<file path="src/rtl/lc3b_pkg.sv">
// ----------------------------------------------------------------------------
// lc3b_pkg
// Shared types and constants for the LC-3b executor: state codes, opcodes,
// item modes and the command/status bundles between controller and datapath.
// ----------------------------------------------------------------------------
package lc3b_pkg;

  localparam int          MEM_WORDS_DEF = 32768;
  localparam int          NUM_REGS      = 8;
  localparam logic [15:0] START_PC_RST  = 16'h3000;
  localparam logic [2:0]  CC_RST        = 3'b010;

  localparam int IN_W  = 40;
  localparam int OUT_W = 64;

  // item modes
  localparam logic [2:0] MODE_EXEC    = 3'd0;
  localparam logic [2:0] MODE_WRITE   = 3'd1;
  localparam logic [2:0] MODE_READ    = 3'd2;
  localparam logic [2:0] MODE_RESTART = 3'd3;
  localparam logic [2:0] MODE_REG     = 3'd4;

  // opcodes
  localparam logic [3:0] OP_BR   = 4'h0;
  localparam logic [3:0] OP_ADD  = 4'h1;
  localparam logic [3:0] OP_LDB  = 4'h2;
  localparam logic [3:0] OP_STB  = 4'h3;
  localparam logic [3:0] OP_JSR  = 4'h4;
  localparam logic [3:0] OP_AND  = 4'h5;
  localparam logic [3:0] OP_LDW  = 4'h6;
  localparam logic [3:0] OP_STW  = 4'h7;
  localparam logic [3:0] OP_XOR  = 4'h9;
  localparam logic [3:0] OP_JMP  = 4'hC;
  localparam logic [3:0] OP_SHF  = 4'hD;
  localparam logic [3:0] OP_LEA  = 4'hE;
  localparam logic [3:0] OP_TRAP = 4'hF;

  localparam logic [1:0] SHF_LEFT  = 2'd0;
  localparam logic [1:0] SHF_RLOG  = 2'd1;
  localparam logic [1:0] SHF_NONE  = 2'd2;
  localparam logic [1:0] SHF_RARI  = 2'd3;

  typedef enum logic [2:0] {
    ST_CLEAR,
    ST_IDLE,
    ST_FETCH,
    ST_DECODE,
    ST_EXEC
  } state_t;

  typedef struct packed {
    logic clear;   // write zero at the sweep counter
    logic load;    // capture the input word
    logic fetch;   // read memory at the PC
    logic decode;  // latch instruction, read operand memory word
    logic exec;    // execute phase, memory address held
    logic commit;  // update state and result register
  } cmd_t;

  typedef struct packed {
    logic clear_done;
  } sts_t;

  function automatic logic [2:0] codes(input logic [15:0] v);
    if (v == 16'h0000) begin
      return 3'b010;
    end else if (v[15]) begin
      return 3'b100;
    end
    return 3'b001;
  endfunction

endpackage

</file>
<file path="src/rtl/lc3b_ctrl.sv">
// ----------------------------------------------------------------------------
// lc3b_ctrl
// Sequencer: memory clear sweep, then fetch / decode / execute per word, and
// the valid flag of the result register.
// ----------------------------------------------------------------------------
module lc3b_ctrl (
  input  logic           clk,
  input  logic           rst,
  input  logic           in_valid,
  output logic           in_ready,
  output logic           out_valid,
  input  logic           out_ready,
  input  lc3b_pkg::sts_t sts,
  output lc3b_pkg::cmd_t cmd
);

  lc3b_pkg::state_t state, state_next;
  logic             out_valid_next;

  always_ff @(posedge clk) begin
    if (rst) begin
      state     <= lc3b_pkg::ST_CLEAR;
      out_valid <= 1'b0;
    end else begin
      state     <= state_next;
      out_valid <= out_valid_next;
    end
  end

  always_comb begin
    state_next = state;
    cmd        = '0;
    in_ready   = 1'b0;
    case (state)
      lc3b_pkg::ST_CLEAR: begin
        cmd.clear = 1'b1;
        if (sts.clear_done) begin
          state_next = lc3b_pkg::ST_IDLE;
        end
      end
      lc3b_pkg::ST_IDLE: begin
        in_ready = 1'b1;
        if (in_valid) begin
          cmd.load   = 1'b1;
          state_next = lc3b_pkg::ST_FETCH;
        end
      end
      lc3b_pkg::ST_FETCH: begin
        cmd.fetch  = 1'b1;
        state_next = lc3b_pkg::ST_DECODE;
      end
      lc3b_pkg::ST_DECODE: begin
        cmd.decode = 1'b1;
        state_next = lc3b_pkg::ST_EXEC;
      end
      lc3b_pkg::ST_EXEC: begin
        cmd.exec = 1'b1;
        // hold until the result register is free
        if (!out_valid || out_ready) begin
          cmd.commit = 1'b1;
          state_next = lc3b_pkg::ST_IDLE;
        end
      end
      default: begin
        state_next = lc3b_pkg::ST_CLEAR;
      end
    endcase
  end

  always_comb begin
    if (cmd.commit) begin
      out_valid_next = 1'b1;
    end else if (out_ready) begin
      out_valid_next = 1'b0;
    end else begin
      out_valid_next = out_valid;
    end
  end

endmodule

</file>
<file path="config.mk">
export PLATFORM = sky130hd
export DESIGN_NAME = lc3b_ctrl
export DESIGN_NICKNAME = d
export VERILOG_FILES = /design/src/rtl/lc3b_pkg.sv /design/src/rtl/lc3b_ctrl.sv
export SDC_FILE = /design/constraint.sdc
export NUM_CORES = 1
export LEC_CHECK = 0
export ABC_AREA = 1
export BUFFER_PORTS_ARGS = -buffer_cell sky130_fd_sc_hd__buf_2
export CAP_MARGIN = 20
export CORE_AREA = 2 2 39 41
export CTS_CLUSTER_SIZE = 25
export DETAILED_ROUTE_END_ITERATION = 10
export DIE_AREA = 0 0 41 43
export GPL_TIMING_DRIVEN = 1
export PLACE_DENSITY = 0.4
export SYNTH_ARGS = -nofsm -noshare
export SYNTH_HDL_FRONTEND = slang
export SYNTH_SLANG_ARGS = --single-unit
</file>
<file path="constraint.sdc">
create_clock -name clk -period 1.4 [get_ports clk]
set_clock_uncertainty 0.15 [all_clocks]
set_input_delay 0 -clock clk [delete_from_list [all_inputs] [get_ports clk]]
set_output_delay 0 -clock clk [all_outputs]
set_load 0.01 [all_outputs]
</file>
# After elaboration in Yosys (flattened, before gate mapping)
# Cells that the tools add are included.
# Widths: inputs -> output; s select.
op_classes:
  addsub: 0
  n_mul: 0
  div_mod_pow: 0
  magnitude_cmp: 0
  n_eq_ne: 7
  shifts: 0
  n_mux: 14
  bitwise: 0
  n_reduce_logical: 5
op_table:
  columns: ["cell", "n"]
  rows:
  - ["$pmux 3 s5", 1]
  - ["$mux 1", 9]
  - ["$mux 3", 3]
  - ["$eq 3x2->1 const B", 2]
  - ["$ne 2x2->1 const B", 3]
  - ["$eq 3x1->1 const B", 1]
  - ["$eq 3x3->1 const B", 1]
  - ["$logic_not 3->1", 1]
  - ["$reduce_and 3->1", 1]
  - ["$mux 2", 1]
  - ["$reduce_bool 2->1", 1]
  - ["$logic_not 1->1", 1]
  - ["$logic_or 1x1->1", 1]
word_totals:
  ff_bits: 4
  latchBits: 0
  ramBits: 0
  romBits: 0
  out_inout_bits: 8
  elab_cells: 28
  n_memories: 0

# Longest topological paths before layout
logic_depth:
  ltp_word: 5
  ltp_mapped: 6

# Worst setup path after synthesis
# No wires, ideal clock.
synth_path:
  kind: "register -> register"
  from: "register out_valid"
  to: "register state[0]"
  setup_time_ps: 64
  t_arrival_ps: 866
  path_slack_ps: 320
  path_stages_with_launch: 7
  path_buffers: 0
  period_less_slack_ps: 1080
  cell_sequence: "dfxtp_1 -> inv_1 -> nor2_1 -> nand3_2 -> nand3_2 -> nor2_1 -> nor2_1"
synth_via:
  elab_chain_len: 4
synth_rtl:
  columns: ["item", "line_no", "text"]
  rows:
  - ["start, declared", "lc3b_ctrl.sv:11", "output logic out_valid,"]
  - ["start signal, assigned", "lc3b_ctrl.sv:26", "out_valid <= out_valid_next;"]
  - ["$logic_not 1->1", "lc3b_ctrl.sv:59", "if (!out_valid || out_ready) begin"]
  - ["$logic_or 1x1->1", "lc3b_ctrl.sv:59", null]
  - ["$ne 2x2->1 (no source line)", null, null]
  - ["$reduce_and 3->1 (no source line)", null, null]
  - ["end signal, assigned", "lc3b_ctrl.sv:22", "state <= lc3b_pkg::ST_CLEAR;"]
  - ["end signal, assigned", "lc3b_ctrl.sv:25", "state <= state_next;"]
  - ["end, declared", "lc3b_ctrl.sv:17", "lc3b_pkg::state_t state, state_next;"]
# No other way between the ends.
# A chain may end at the register's enable or synchronous reset.

==> metrics.yaml <==
drt_pre_antenna_iters: 2
power_switching_w: 0.0000994
synth-simple-area-share: 0.464
swShare: 0.280
synth_nets: 42
rsz0062_at_grt: "no"
synth_top_area_share: 0.327
pwr_density_cell_mw_per_mm2: 987
place_ws_ns: 0.233
num_vias: 265
coreArea_mm2: 0.00138
io-pin-count: 13
grt_pass1_vias: 244
finalCritPeriodShare: 0.873
p_int_w: 0.000256
cts_tree: "built"
report.final.hold_viol_count: 0
fill_cells: 165
synthAdderAreaFrac: 0
clk_pin_slew_ns: 0.04
cp-end-kind: "output port"
io_buffers: 12
synth_cell_types: 13
pwr-share-seq: 0.376
die_area_mm2: 0.00176
yosys_warnings: 0
status: "finished clean"
regArea_um2: 80.1
drive_gt1_frac: 0.358
cp_max_fo: 6
synthXorXnorAreaFrac: 0
die_w_um: 41
synth-compound-area-share: 0.0408
ys_ff_latch: 4
cts_num_sinks: 4
initialDrtViolationCount: 1
htreeDepth: 1
final.setup.worst_slack_ns: 0.178
p_leak_nw: 0.207
route.detailed.drc: 0
setup_viol: 0
grt_pass1_wl_um: 855
cts_root_buffer: "clkbuf_4"
postSynthAreaPerCell_um2: 6.63
worst_pin_slew_ns: 0.236
crit_type: "flop to output port"
final_nets: 60
cp-start-kind: "flop"
yosys-top-cells-area: "dfxtp_1 (33%), inv_1 (14%), nor2_1 (12%), nand3_2 (8.2%), nand3b_1 (6.1%)"
avgViaCountPerCell: 3.84
gp_congestion: 0.586
slew_headroom: 0.843
antenna_found_initial: 0
max_clock_freq_ghz: 0.818
grt_max_degree: 8
synth-seq-area-share: 0.327
overflow: 0
post_cts_buffers: 0
grtUsageTotal: 0.0763
numCtsBuffers: 3
clkPwrFrac: 0.389
synth.mux.area_fraction: 0
cp.arrival_ns: 1.07
wl_per_cell_um: 7.55
post-synth-top-area-cell: "dfxtp_1"
initial_core_util: 0.177
syn_inst: 37
n_antenna_cell: 0
synth_top_family_by_area: "simple AND/OR/NAND/NOR gates"
cts_resized: 0
area_growth_pct: 46.9
power_frac_comb: 0.235
hold_path_class: "primary input to flop"
core.rowCount: 14
totalWireLength_um: 521
clock_latency_ns: 0.23
syn_area_um2: 245
cap_violations: 0
antenna_left: 0
slew_violations: 0
peakVddDrop_mv: 0.314
fin_crit_ns: 1.22
setup-tns-final_ns: 0
die_h_um: 43
dpl.hpwl_um: 413
cts_max_path_buffers: 2
cts_hold_buf: 2
multi_input_area_um2: 124
required_ns: 1.25
flip-flops by register name, summed over array words and instances (netlist names):
signal	flops
out_valid	1
state	3
placed cells by master (no fill, tap or decap):
master / netlist / final
a21oi_1: 2 / 2
nor3_1: 1 / 1
nand3_2: 2 / 2
clkbuf_4: 0 / 3
nand3_1: 2 / 2
nor2_1: 8 / 8
nor3_2: 1 / 1
buf_2: 0 / 12
inv_1: 9 / 9
dfxtp_1: 4 / 4
nand2_1: 3 / 3
nor2_2: 1 / 1
dlygate4sd3_1: 0 / 2
nand4_1: 1 / 1
nand3b_1: 2 / 2
power groups by stage:
| stage | registers (W) | logic (W) | clock network, W |
|---|---|---|---|
| 2_1_floorplan | 0.000133 | 0.0000549 | 0 |
| 3_3_place_gp | 0.000136 | 0.0000809 | 0 |
| 3_5_place_dp | 0.000135 | 0.0000806 | 0 |
| 4_1_cts | 0.000134 | 0.0000850 | 0.000147 |
| 5_1_grt | 0.000135 | 0.0000966 | 0.000156 |
| 6_report | 0.000134 | 0.0000836 | 0.000138 |
area by class of cell:
cell class              count  area share
clock buffers               3      0.0625
inverters                   9      0.0937
multi-input cells          23       0.344
flip-flops and latches      4       0.222
well taps                  16      0.0556
repair buffers             14       0.222
path summary, 6_finish.rpt:
check / depth (start not counted) / slack [ns] / endpoint / from
worst max-delay path: 4 / 0.18 / cmd[4] / state[2]
worst max register to register: 5 / 0.24 / state[0] / state[2]
worst min-delay path: 5 / 0.05 / state[1] / in_valid
worst min register to register: 2 / 0.44 / state[2] / state[2]
cell usage after synthesis:
cell      n
nor3_1    1
nand3_1   2
nor2_2    1
a21oi_1   2
nand4_1   1
nor3_2    1
nand2_1   3
nand3b_1  2
inv_1     9
nor2_1    8
buf_4     1
nand3_2   2
dfxtp_1   4
routing by layer:
layer | GRT usage | share of wire
met1 | 0.0707 | 0.40
met4 | 0.0800 | 0
met3 | 0.0314 | 0.036
met5 | 0 | 0
met2 | 0.113 | 0.56
worst max-delay path: stages, from the launching register on:
cell and delay (ns):
dfxtp_1 0.42, inv_1 0.12, nand3_1 0.12, nor2_1 0.05, buf_2 0.13
logic make-up (layout without fill, tap and decap cells):
kind of cell           Yosys count  after routing
and+or+nand+nor                 21             21
DFF                              4              4
AOI/OAI and AO/OA                2              2
buffers and inverters           10             26
per-stage QoR:
stage | total power, W | hold WS [ns] | area (um2) | cells | utilization
after floorplan | 0.000188 | -0.0809 | 245 | 37 | -
after global placement | 0.000217 | 0.0749 | 318 | 64 | 0.230
after detailed placement | 0.000216 | 0.0714 | 318 | 64 | 0.230
after CTS | 0.000366 | 0.0381 | 360 | 69 | 0.260
after global routing | 0.000387 | 0.0753 | 360 | 69 | 0.260
final | 0.000356 | 0.0467 | 360 | 69 | 0.260
Power figures use the tool's default switching activity.
